==> src/sv/rtor_pkg.sv <==
// ----------------------------------------------------------------------------
// Region table package
// Shared constants and types for the region table overlap registry.
// ----------------------------------------------------------------------------
package rtor_pkg;

    localparam logic [63:0] FNV_PRIME = 64'd1099511628211;
    localparam logic [63:0] FNV_BASIS = 64'd1469598103934665603;

    localparam logic KIND_REGISTER = 1'b0;
    localparam logic KIND_FREEZE   = 1'b1;

    // Bytes in one entry's 24-byte record.
    localparam int ENTRY_BYTES = 24;

    typedef enum logic [5:0] {
        ST_IDLE  = 6'b000001,
        ST_SCAN  = 6'b000010,
        ST_WRITE = 6'b000100,
        ST_HREAD = 6'b001000,
        ST_HASH  = 6'b010000,
        ST_DONE  = 6'b100000
    } state_t;

    // Control from the sequencer to the hash unit.
    typedef struct packed {
        logic init;
        logic step;
    } hash_ctl_t;

endpackage

==> src/sv/rtor_hash.sv <==
// ----------------------------------------------------------------------------
// FNV-1a style 64-bit byte hasher
// Folds one byte per step into a running 64-bit FNV-1a style hash (nonstandard basis).
// ----------------------------------------------------------------------------
module rtor_hash
    import rtor_pkg::*;
(
    input  logic        clk,
    input  logic        rst_n,
    input  hash_ctl_t   ctl,
    input  logic [7:0]  data,
    output logic [63:0] hash
);

    logic [63:0] hash_reg;
    logic [63:0] hash_next;
    logic [63:0] mixed;

    assign mixed = hash_reg ^ {56'd0, data};

    always_comb
    begin
        hash_next = hash_reg;
        if (ctl.init)
        begin
            hash_next = FNV_BASIS;
        end
        else if (ctl.step)
        begin
            // The prime is 2^40 + 0x1B3, so the product modulo 2^64 is a sum of shifts.
            hash_next = (mixed << 40) + (mixed << 8) + (mixed << 7) + (mixed << 5)
                      + (mixed << 4) + (mixed << 1) + mixed;
        end
    end

    always_ff @(posedge clk or negedge rst_n)
    begin
        if (!rst_n)
        begin
            hash_reg <= FNV_BASIS;
        end
        else
        begin
            hash_reg <= hash_next;
        end
    end

    assign hash = hash_reg;

endmodule

==> src/sv/region_table_overlap_registry.sv <==
// ----------------------------------------------------------------------------
// Region table overlap registry
// Bounded region table with overlap and tag checks and an FNV-1a style freeze digest.
// ----------------------------------------------------------------------------
// Channel   Direction  Signals
// command   in/out     start, busy (out), kind, region_*, manifest_value
// result    out        done, accepted, entry_count, byte_sum, table_hash
// config    in         cfg_we, cfg_wdata (allowed_flag_mask)
//
// A register item scans the held entries in turn through the single table read
// port, stops at the first conflict, else writes the entry; then shows the result.
// A freeze item hashes each entry in 24 byte steps of the hash multiplier, with a
// read state before each entry but the first. Up-front rejections skip to done.
// Reset clears count, total, lock and digest; table contents need no clear.
// The result is shown on done for one cycle; the receiver cannot stall.
// ----------------------------------------------------------------------------
module region_table_overlap_registry
    import rtor_pkg::*;
#(
    parameter int MAX_REGIONS = 16
)
(
    input  logic        clk,
    input  logic        rst_n,
    input  logic        start,
    output logic        busy,
    input  logic        kind,
    input  logic [63:0] region_base,
    input  logic [63:0] region_size,
    input  logic [31:0] region_tag,
    input  logic [31:0] region_flags,
    input  logic [63:0] manifest_value,
    input  logic        cfg_we,
    input  logic [31:0] cfg_wdata,
    output logic        done,
    output logic        accepted,
    output logic [4:0]  entry_count,
    output logic [63:0] byte_sum,
    output logic [63:0] table_hash
);

    localparam int IW = (MAX_REGIONS > 1) ? $clog2(MAX_REGIONS) : 1;
    localparam int CW = $clog2(MAX_REGIONS + 1);

    logic [191:0] mem [MAX_REGIONS];
    logic [191:0] rd_reg;

    state_t      state_reg, state_next;
    logic [CW-1:0] count_reg, count_next;
    logic [CW-1:0] idx_reg, idx_next;
    logic [4:0]  byte_reg, byte_next;
    logic [63:0] total_reg, total_next;
    logic        locked_reg, locked_next;
    logic [63:0] digest_reg, digest_next;
    logic [63:0] manifest_reg, manifest_next;
    logic [31:0] mask_reg;
    logic        ok_reg, ok_next;
    logic        kind_reg;
    logic [63:0] base_reg, size_reg, end_reg;
    logic [31:0] tag_reg, flags_reg;
    logic [63:0] man_in_reg;

    hash_ctl_t   hctl;
    logic [7:0]  hbyte;
    logic [63:0] hash;
    logic        mem_we;
    logic [IW-1:0] rd_addr;

    logic        pre_ok;
    logic [64:0] end_wide, tot_wide;
    logic [63:0] ob, oe;
    logic        conflict;

    assign end_wide = {1'b0, region_base} + {1'b0, region_size};
    assign tot_wide = {1'b0, total_reg} + {1'b0, region_size};

    always_comb
    begin
        if (kind == KIND_REGISTER)
        begin
            pre_ok = !locked_reg && (count_reg < CW'(MAX_REGIONS))
                && (region_base != 64'd0) && (region_size != 64'd0)
                && (region_tag != 32'd0) && ((region_flags & ~mask_reg) == 32'd0)
                && !end_wide[64] && (end_wide[63:0] != 64'd0) && !tot_wide[64];
        end
        else
        begin
            pre_ok = !locked_reg && (count_reg != '0) && (manifest_value != 64'd0);
        end
    end

    assign ob = rd_reg[191:128];
    assign oe = rd_reg[191:128] + rd_reg[127:64];
    assign conflict = ((base_reg < oe) && (ob < end_reg)) || (rd_reg[63:32] == tag_reg);

    // Record layout: base, size, tag, flags, hashed little-endian in that order.
    always_comb
    begin
        hbyte = 8'd0;
        if (byte_reg < 5'd8)
        begin
            hbyte = rd_reg[128 + 8*byte_reg[2:0] +: 8];
        end
        else if (byte_reg < 5'd16)
        begin
            hbyte = rd_reg[64 + 8*byte_reg[2:0] +: 8];
        end
        else if (byte_reg < 5'd20)
        begin
            hbyte = rd_reg[32 + 8*byte_reg[1:0] +: 8];
        end
        else
        begin
            hbyte = rd_reg[8*byte_reg[1:0] +: 8];
        end
    end

    always_comb
    begin
        state_next    = state_reg;
        count_next    = count_reg;
        idx_next      = idx_reg;
        byte_next     = byte_reg;
        total_next    = total_reg;
        locked_next   = locked_reg;
        digest_next   = digest_reg;
        manifest_next = manifest_reg;
        ok_next       = ok_reg;
        hctl          = '0;
        mem_we        = 1'b0;
        rd_addr       = idx_reg[IW-1:0];
        unique case (state_reg)
            ST_IDLE:
            begin
                rd_addr = '0;
                if (start)
                begin
                    idx_next = '0;
                    byte_next = '0;
                    hctl.init = 1'b1;
                    ok_next = pre_ok;
                    if (!pre_ok)
                    begin
                        state_next = ST_DONE;
                    end
                    else if (kind == KIND_REGISTER)
                    begin
                        state_next = (count_reg == '0) ? ST_WRITE : ST_SCAN;
                    end
                    else
                    begin
                        state_next = ST_HASH;
                    end
                end
            end
            ST_SCAN:
            begin
                // rd_reg holds entry idx_reg; fetch the next one.
                rd_addr = IW'(idx_reg + 1'b1);
                idx_next = idx_reg + 1'b1;
                if (conflict)
                begin
                    ok_next = 1'b0;
                    state_next = ST_DONE;
                end
                else if (idx_next == count_reg)
                begin
                    state_next = ST_WRITE;
                end
            end
            ST_WRITE:
            begin
                mem_we = 1'b1;
                count_next = count_reg + 1'b1;
                total_next = total_reg + size_reg;
                state_next = ST_DONE;
            end
            ST_HREAD:
            begin
                byte_next = '0;
                state_next = ST_HASH;
            end
            ST_HASH:
            begin
                hctl.step = 1'b1;
                byte_next = byte_reg + 5'd1;
                if (byte_reg == 5'(ENTRY_BYTES - 1))
                begin
                    idx_next = idx_reg + 1'b1;
                    rd_addr = IW'(idx_reg + 1'b1);
                    state_next = (idx_next == count_reg) ? ST_DONE : ST_HREAD;
                end
            end
            ST_DONE:
            begin
                if (kind_reg == KIND_FREEZE && ok_reg)
                begin
                    digest_next = hash;
                    manifest_next = man_in_reg;
                    locked_next = 1'b1;
                end
                state_next = ST_IDLE;
            end
            default:
            begin
                state_next = ST_IDLE;
            end
        endcase
    end

    always_ff @(posedge clk)
    begin
        if (mem_we)
        begin
            mem[count_reg[IW-1:0]] <= {base_reg, size_reg, tag_reg, flags_reg};
        end
        rd_reg <= mem[rd_addr];
        if (state_reg == ST_IDLE && start)
        begin
            kind_reg   <= kind;
            base_reg   <= region_base;
            size_reg   <= region_size;
            end_reg    <= end_wide[63:0];
            tag_reg    <= region_tag;
            flags_reg  <= region_flags;
            man_in_reg <= manifest_value;
        end
    end

    always_ff @(posedge clk or negedge rst_n)
    begin
        if (!rst_n)
        begin
            state_reg    <= ST_IDLE;
            count_reg    <= '0;
            idx_reg      <= '0;
            byte_reg     <= '0;
            total_reg    <= '0;
            locked_reg   <= 1'b0;
            digest_reg   <= '0;
            manifest_reg <= '0;
            ok_reg       <= 1'b0;
            mask_reg     <= 32'd1;
        end
        else
        begin
            state_reg    <= state_next;
            count_reg    <= count_next;
            idx_reg      <= idx_next;
            byte_reg     <= byte_next;
            total_reg    <= total_next;
            locked_reg   <= locked_next;
            digest_reg   <= digest_next;
            manifest_reg <= manifest_next;
            ok_reg       <= ok_next;
            if (cfg_we)
            begin
                mask_reg <= cfg_wdata;
            end
        end
    end

    rtor_hash u_hash (
        .clk   (clk),
        .rst_n (rst_n),
        .ctl   (hctl),
        .data  (hbyte),
        .hash  (hash)
    );

    assign busy        = (state_reg != ST_IDLE);
    assign done        = (state_reg == ST_DONE);
    assign accepted    = ok_reg;
    assign entry_count = 5'(count_reg);
    assign byte_sum    = total_reg;
    assign table_hash  = (state_reg == ST_DONE && kind_reg == KIND_FREEZE && ok_reg)
                         ? hash : digest_reg;

    a_count_bound: assert property (@(posedge clk) disable iff (!rst_n)
        count_reg <= CW'(MAX_REGIONS)) else $error("count over table size");
    a_lock_sticky: assert property (@(posedge clk) disable iff (!rst_n)
        $past(locked_reg) |-> locked_reg) else $error("lock released");
    a_no_grow_locked: assert property (@(posedge clk) disable iff (!rst_n)
        locked_reg |=> $stable(count_reg)) else $error("table grew while frozen");
    a_done_one: assert property (@(posedge clk) disable iff (!rst_n)
        done |=> !done) else $error("result longer than one cycle");

endmodule

==> config.mk <==
export PLATFORM = sky130hd
export DESIGN_NAME = region_table_overlap_registry
export DESIGN_NICKNAME = d
export VERILOG_FILES = /design/src/sv/rtor_pkg.sv /design/src/sv/rtor_hash.sv /design/src/sv/region_table_overlap_registry.sv
export SDC_FILE = /design/constraint.sdc
export NUM_CORES = 2
export LEC_CHECK = 0
export BUFFER_PORTS_ARGS = -buffer_cell sky130_fd_sc_hd__buf_2
export CELL_PAD_IN_SITES_DETAIL_PLACEMENT = 1
export CELL_PAD_IN_SITES_GLOBAL_PLACEMENT = 1
export CORE_MARGIN = 5
export CORE_UTILIZATION = 48
export CTS_BUF_LIST = sky130_fd_sc_hd__clkbuf_16
export DETAILED_ROUTE_END_ITERATION = 6
export HOLD_SLACK_MARGIN = 0.02
export PLACE_DENSITY_LB_ADDON = 0.12
export SYNTH_ARGS = -nofsm -noshare
export SYNTH_HDL_FRONTEND = slang
export SYNTH_SLANG_ARGS = --single-unit
==> constraint.sdc <==
create_clock -name clk -period 19.6 [get_ports clk]
set_clock_uncertainty 0.15 [all_clocks]
set_input_delay 2.94 -clock clk [delete_from_list [all_inputs] [get_ports clk]]
set_output_delay 2.94 -clock clk [all_outputs]
set_load 0.01 [all_outputs]
### Word level (Yosys, flattened, before mapping)

Memories as Yosys holds them, arrays and structs flattened. A register that Yosys moved wholly into a read port is not among the register bits.
Index checks and enable logic that the tools add are counted.

| word-level totals | value |
|---|---|
| memories | 1 |
| word-level logic and storage cells | 127 |
| input port bits | 293 |
| memory bits (writable) | 3072 |
| bits in registers | 504 |
| output and inout port bits | 136 |

Memory list:

| memory | words | bits a word | rd ports | clocked after memory_dff | write ports | line | source |
|---|---|---|---|---|---|---|---|
| mem | 16 | 192 | 1 | 1 | 1 | region_table_overlap_registry.sv:45 | `logic [191:0] mem [MAX_REGIONS];` |

| operators by class | value |
|---|---|
| order comparisons | 6 |
| bitwise operators | 3 |
| $add $sub $neg | 16 |
| shift operators | 4 |
| mux-type cells | 31 |
| eq/ne operators | 14 |
| reductions and logical operators | 36 |

Operator list:

| operator | count |
|---|---|
| adder 64 bit | 8 |
| nonzero test 64 bit | 4 |
| two-way mux 64 bit | 3 |
| indexed part select 192 x 10 -> 8 bit | 1 |
| indexed part select 192 x 6 -> 8 bit | 1 |
| indexed part select 192 x 8 -> 8 bit | 1 |
| indexed part select 192 x 9 -> 8 bit | 1 |
| adder 64 x 64 -> 65 bit | 2 |
| < comparator 64 bit | 2 |
| bitwise XOR 64 x 8 -> 64 bit | 1 |
| two-way mux 6 bit | 6 |
| bitwise AND 32 bit | 1 |
| == test 32 bit | 1 |
| logical NOT 32 bit | 1 |
| NOT 32 bit | 1 |
| nonzero test 32 bit | 1 |
| one-hot mux 5 bit (3 select lines) | 2 |
| one-hot mux 6 bit (5 select lines) | 1 |
| two-way mux 8 bit | 3 |
| adder 5 x 1 -> 5 bit, second input constant | 3 |
| logical AND 1 bit | 15 |
| < comparator 5 bit, second input constant | 3 |
| two-way mux 5 bit | 3 |
| one-hot mux 4 bit (3 select lines) | 1 |
| 27 further kinds | 44 |

### Depth between registers and ports, before layout

| logic depth | value |
|---|---|
| depth after elaboration | 14 |
| mapped depth | 34 |
| gate-level depth less buffers | 31 |

### Modules after synthesis

From an unflattened synthesis, not the netlist that was laid out.

| second synthesis, totals | value |
|---|---|
| cell total of the unflattened synthesis | 10242 |
| area, all modules | 166932.6 um^2 |

By module, submodules not included:

| module | cells an instance | instances | area an instance (um^2) | seq. area each (um^2) |
|---|---|---|---|---|
| region_table_overlap_registry | 8780 | 1 | 153508.5 | 108391.5 |
| rtor_hash | 1462 | 1 | 13424.1 | 1636.6 |

### Least setup slack after synthesis

OpenSTA, ideal clock, no wires.

| timing | value |
|---|---|
| kind | register to register |
| from | register state_reg[1] |
| to | memory mem[0][0] (enable) |
| clock period less this slack | 15448 ps |
| data arrival time | 14319 ps |
| buffers on the path | 1 |
| cell stages (with the launch flop) | 7 |
| data required time | 18471 ps |
| path slack | 4152 ps |
| setup time | 979 ps |
| path through | dfrtp_1 -> nor2_1 -> nand2_1 -> nor3b_1 -> clkbuf_1 -> nand2_1 -> nor3_1 |

| on the way | value |
|---|---|
| longest elaborated chain between the ends | 4 |

Ends and longest elaborated chain:

| what | line | source |
|---|---|---|
| start: declaration | region_table_overlap_registry.sv:48 | `state_t state_reg, state_next;` |
| start signal: assignment | region_table_overlap_registry.sv:247 | `state_reg <= state_next;` |
| == test 6 x 3 -> 1 bit | region_table_overlap_registry.sv:132 | `unique case (state_reg)` |
| two-way mux 1 bit | region_table_overlap_registry.sv:132 |  |
| two-way mux 1 bit | region_table_overlap_registry.sv:213 | `if (mem_we)` |
| two-way mux 1 bit (implied by the code) | region_table_overlap_registry.sv:215 | `mem[count_reg[IW-1:0]] <= {base_reg, size_reg, tag_reg, flags_reg};` |
| end: declaration | region_table_overlap_registry.sv:45 |  |

No other way between the ends.

### Final worst setup path

| timing | value |
|---|---|
| from | register byte_reg[1] |
| to | register u_hash.hash_reg[56], in the netlist u_hash.hash[56] |

| on the way | value |
|---|---|
| longest elaborated chain between the ends | 14 |
| elaborated cells between the ends (all ways) | 22 |
| classes of those cells | add/sub (9); order compare (3); shift (4); mux (5); bitwise (1) |

Ends and longest elaborated chain:

| what | line | source |
|---|---|---|
| start: declaration | region_table_overlap_registry.sv:51 | `logic [4:0] byte_reg, byte_next;` |
| start signal: assignment | region_table_overlap_registry.sv:250 | `byte_reg <= byte_next;` |
| adder 6 x 5 -> 7 bit | region_table_overlap_registry.sv:110 | `hbyte = rd_reg[32 + 8*byte_reg[1:0] +: 8];` |
| indexed part select 192 x 8 -> 8 bit | region_table_overlap_registry.sv:110 |  |
| two-way mux 8 bit | region_table_overlap_registry.sv:108 | `else if (byte_reg < 5'd20)` |
| two-way mux 8 bit | region_table_overlap_registry.sv:104 | `else if (byte_reg < 5'd16)` |
| two-way mux 8 bit * | region_table_overlap_registry.sv:100 | `if (byte_reg < 5'd8)` |
| bitwise XOR 64 x 8 -> 64 bit * | rtor_hash.sv:19 | `assign mixed = hash_reg ^ {56'd0, data};` |
| adder 64 bit (3 in series) | rtor_hash.sv:31 | `hash_next = (mixed << 40) + (mixed << 8) + (mixed << 7) + (mixed << 5)` |
| adder 64 bit (2 in series) | rtor_hash.sv:32 | `+ (mixed << 4) + (mixed << 1) + mixed;` |
| adder 64 bit * | rtor_hash.sv:32 |  |
| two-way mux 64 bit * | rtor_hash.sv:28 | `else if (ctl.step)` |
| two-way mux 64 bit * | rtor_hash.sv:24 | `if (ctl.init)` |
| end signal: assignment | rtor_hash.sv:44 | `hash_reg <= hash_next;` |
| end: declaration | rtor_hash.sv:15 | `logic [63:0] hash_reg;` |

Mark *: on every way between the ends. The rest lies on a longest branch, timed or not. The select of a mux whose other input is x is not followed.
A chain may end at the register's enable or synchronous reset.

==> impl_metrics.csv <==
group,metric,value,unit
status,run_status,"finished, final reports clean",
power,total_power,20.8,mW
clock_network,cts.reportedPaths.clkPinSlew,0.06,ns
worst_setup_path,path_max_fanout,30,
final_layout,final_layout_size_suffix_gt1_frac,0.207,
power,sequentialPowerShare,0.471,
worst_setup_path,slowest_delay,0.95,ns
worst_hold_path,worstHoldStart,"digest_reg[0]",
synth,synth_top_cells_by_area,"sky130_fd_sc_hd__edfxtp_1 61%, sky130_fd_sc_hd__mux4_2 11%, sky130_fd_sc_hd__ha_1 3.7%, sky130_fd_sc_hd__dfrtp_1 3.3%, sky130_fd_sc_hd__fa_1 2.9%",
synth,yosysWarningCount,0,
timing,period_minus_slack,9.95,ns
final_layout,max_ffs_per_register,3072,
clock_network,post_cts_hold_buffer_count,0,
timing,finalMaxSlewViolations,0,
synth,postSynthRegisterBits,3768,
final_layout,layout.cells.non_filler,15300,
place,io_buffer_count,428,
synth,synthDominantCellAreaShare,0.606,
timing,whs,0.352,ns
synth,synth_simple_gate_area_share,0.0459,
worst_setup_path,crit_type,"reg2reg",
synth,synthesized_netlist_net_count,10800,
clock_network,number_of_resized_instances_in_the_post_cts_repair_step,0,
clock_network,cts_tree,"built",
floorplanning,core_region_area,343000,um2
worst_hold_path,worst_hold_path_type,"reg2reg",
final_layout,fillerInstances,31500,
grt,grt_antenna_before_repair,47,
clock_network,insertion_delay,0.98,ns
synth,async_reset_ff_frac,0.0656,
worst_setup_path,worstSetupStartpointType,"flop",
power,switching_power_of_the_nets,5.81,mW
synth,ys.flop_type,"sky130_fd_sc_hd__edfxtp_1",
clock_network,post-cts-setup-buffer-count,0,
worst_hold_path,whs_endpoint,"digest_reg[0]",
drt,remaining_drc_errors,0,
final_layout,area.growth.synth_to_final,12.8,%
grt,groute.usage.overall,0.286,
drt,antenna_left,0,
clock_network,num_cts_buffers,403,
power,powerDensity,112,nW/um2
drt,detailedRoute.firstPassIterationCount,6,
worst_setup_path,crit_reg_reg_endpoint,"u_hash.hash[56]",
final_layout,final_nets,11400,
power,switching_share,0.280,
floorplanning,boundaryPins,429,
final_layout,multi_input_comb_area,51700,um2
worst_setup_path,r2r_setup_slack,9.65,ns
drt,post_detailed_route_via_to_cell_ratio,6.17,
clock_network,clk_path_buf_depth,4,
place,routabilityCongestion,0.891,
floorplanning,die_height,596,um
floorplanning,dieWidth,596,um
timing,report.final.setup_viol,0,
floorplanning,initial_core_utilization,0.481,
timing,setup_repair_after_global_routing_missed_its_margin,"no",
worst_setup_path,worst_path_max_delay_cell,"sky130_fd_sc_hd__xor2_1",
timing,clock.fmax,100,MHz
worst_setup_path,crit_path_end_kind,"flop",
synth,largest_family_of_logic_cells_by_synthesized_area,"multiplexers",
power,p_leak,65.5,nW
power,internal_power_component,15.0,mW
synth,fraction_of_the_mapped_netlist_area_in_compound_gates,0.0593,
final_layout,final_common_cell,"sky130_fd_sc_hd__edfxtp_1",
synth,synth_edf_count,3329,
grt,pin_count_of_the_biggest_net_entering_global_routing,130,
synth,synth_top_cell_by_area,"sky130_fd_sc_hd__edfxtp_1",
power,pwr-share-clk,0.361,
worst_setup_path,required,20.22,ns
grt,grt_overflow,0,
floorplanning,row_count,215,
drt,detail_route.wirelength,513000,um
final_layout,seqCellArea,110000,um2
worst_setup_path,critical_path.reg2reg.startpoint,"byte_reg[1]",
clock_network,number_of_h_tree_levels,5,
timing,fin_crit_sh,0.508,
timing,worstMarginPinSlew,1.23,ns
flow_run,cap_violations,0,
synth,yosys.area_share.adder,0.0671,
grt,grt_first_pass_wirelength,737000,um
power,power.share.combinational,0.169,
synth,synth_area_per_cell,16.8,um2
timing,final_hold_violating_endpoints,0,
worst_setup_path,number_of_cell_instances_on_the_worst_register_to_register_path,29,
timing,slew_headroom,0.179,
synth,muxShareOfSynthArea,0.123,
synth,xor_xnor_share_of_the_synthesized_area,0.0163,
floorplanning,die_area,355000,um2
clock_network,clock_tree.root_cell,"sky130_fd_sc_hd__clkbuf_16",
worst_setup_path,cpMostUsedCell,"sky130_fd_sc_hd__a21oi_1",
final_layout,most-common-layout-cells,"3329 x sky130_fd_sc_hd__edfxtp_1, 823 x sky130_fd_sc_hd__mux4_2, 682 x sky130_fd_sc_hd__nand2_1",
clock_network,numClockSinks,3768,
worst_setup_path,worstPathArrival,10.57,ns
synth,synth_cell_types,91,
synth,post_synth_instance_area,165000,um2
synth,share_of_synthesized_area_occupied_by_flip_flops_and_latches,0.667,
final_layout,finish.utilization,0.543,
power,vdd_drop_max,106,uV
drt,drtIter0Drc,9016,
timing,accumulated_negative_setup_slack,0,ns
drt,wl_per_cell,33.4,um
worst_hold_path,worst_hold_path.num_cells,1,
drt,vias,94700,
place,numPlacedInstances,14500,
synth,synthesis.instances,9798,
grt,vias_in_the_first_global_route,100000,
place,hpwl,327000,um
cells in the mapped netlist (13+ instances only):
cell / count
sky130_fd_sc_hd__buf_1: 100
sky130_fd_sc_hd__fa_1: 243
sky130_fd_sc_hd__o21ai_0: 288
sky130_fd_sc_hd__dfxtp_1: 192
sky130_fd_sc_hd__and4_1: 13
sky130_fd_sc_hd__a21o_1: 195
sky130_fd_sc_hd__nand2_1: 684
sky130_fd_sc_hd__nand2b_1: 47
sky130_fd_sc_hd__o21a_1: 25
sky130_fd_sc_hd__mux2i_1: 15
sky130_fd_sc_hd__o21bai_1: 32
sky130_fd_sc_hd__and3_1: 33
sky130_fd_sc_hd__nand3_1: 74
sky130_fd_sc_hd__o22ai_1: 15
sky130_fd_sc_hd__o31ai_1: 14
sky130_fd_sc_hd__nor3_1: 53
sky130_fd_sc_hd__dfrtp_1: 217
sky130_fd_sc_hd__ha_1: 491
sky130_fd_sc_hd__a221oi_1: 17
sky130_fd_sc_hd__nor4_1: 70
sky130_fd_sc_hd__clkbuf_1: 307
sky130_fd_sc_hd__o211ai_1: 26
sky130_fd_sc_hd__xnor2_1: 190
sky130_fd_sc_hd__mux2_2: 149
sky130_fd_sc_hd__a21oi_1: 336
sky130_fd_sc_hd__nor2_1: 170
sky130_fd_sc_hd__nor2b_1: 41
sky130_fd_sc_hd__a211oi_1: 219
sky130_fd_sc_hd__and2_1: 210
sky130_fd_sc_hd__nand4_1: 95
sky130_fd_sc_hd__xor2_1: 117
sky130_fd_sc_hd__or3_1: 22
sky130_fd_sc_hd__inv_1: 495
sky130_fd_sc_hd__edfxtp_1: 3329
sky130_fd_sc_hd__mux4_2: 823
sky130_fd_sc_hd__a31oi_1: 226
sky130_fd_sc_hd__dfstp_2: 30
per-layer routing:
metal | wire, um | GRT usage
met5 | 148 | 0
met4 | 19600 | 0.0973
met3 | 33400 | 0.0441
met2 | 251000 | 0.475
met1 | 209000 | 0.390
power groups by stage:
| stage | registers, mW | clock network, mW | logic, mW |
|---|---|---|---|
| floorplan | 9.68 | 0 | 2.38 |
| global placement | 9.90 | 0 | 3.42 |
| detailed placement | 9.94 | 0 | 3.48 |
| CTS | 9.77 | 7.63 | 3.51 |
| global route | 9.80 | 8.00 | 3.82 |
| finish | 9.77 | 7.50 | 3.50 |
logic make-up (layout without fill, tap and decap cells):
kind of cell | after synthesis | count (layout)
adders and majority gates | 740 | 740
DFF | 3768 | 3768
and+or+nand+nor | 1560 | 1560
other | 0 | 64
xor gates and xnor gates | 307 | 307
AOI/OAI and AO/OA | 1525 | 1525
buffers and inverters | 911 | 1835
muxes | 987 | 987
metrics by stage:
stage,instance area [um2],worst slack (ns)
floorplan,165000,4.15
global placement,173000,9.86
detailed placement,173000,9.83
CTS,186000,9.74
global route,186000,9.10
finish,186000,9.65
how the worst max path moves through the flow:
stage            startpoint              end  slack, ns  cells past startpoint
4_1_cts         byte_reg[1]  u_hash.hash[56]       9.74                     29
5_1_grt         byte_reg[1]  u_hash.hash[56]       9.10                     29
3_5_place_dp    byte_reg[1]  u_hash.hash[56]       9.83                     29
2_1_floorplan  state_reg[1]        mem[0][0]       4.15                      6
6_report        byte_reg[1]  u_hash.hash[56]       9.65                     29
3_3_place_gp    byte_reg[1]  u_hash.hash[56]       9.86                     29
critical path: cells and delay by family (launching register included):
family	cells	cell delay, ns
flops	1	0.70
compound gates	13	3.26
simple gates	3	0.41
mux	2	1.25
fa+ha+maj	5	1.73
buf+inv	3	0.76
xor+xnor	3	1.44
area by class of cell:
class | instances | share of cell area
clock buffer | 409 | 0.0550
timing repair buffer | 586 | 0.0194
sequential | 3768 | 0.592
multi-input combinational | 5119 | 0.278
antenna | 64 | 0.000861
inverter | 496 | 0.0101
clock inverter | 344 | 0.0146
tap | 4557 | 0.0307
Power figures use the tool's default switching activity.
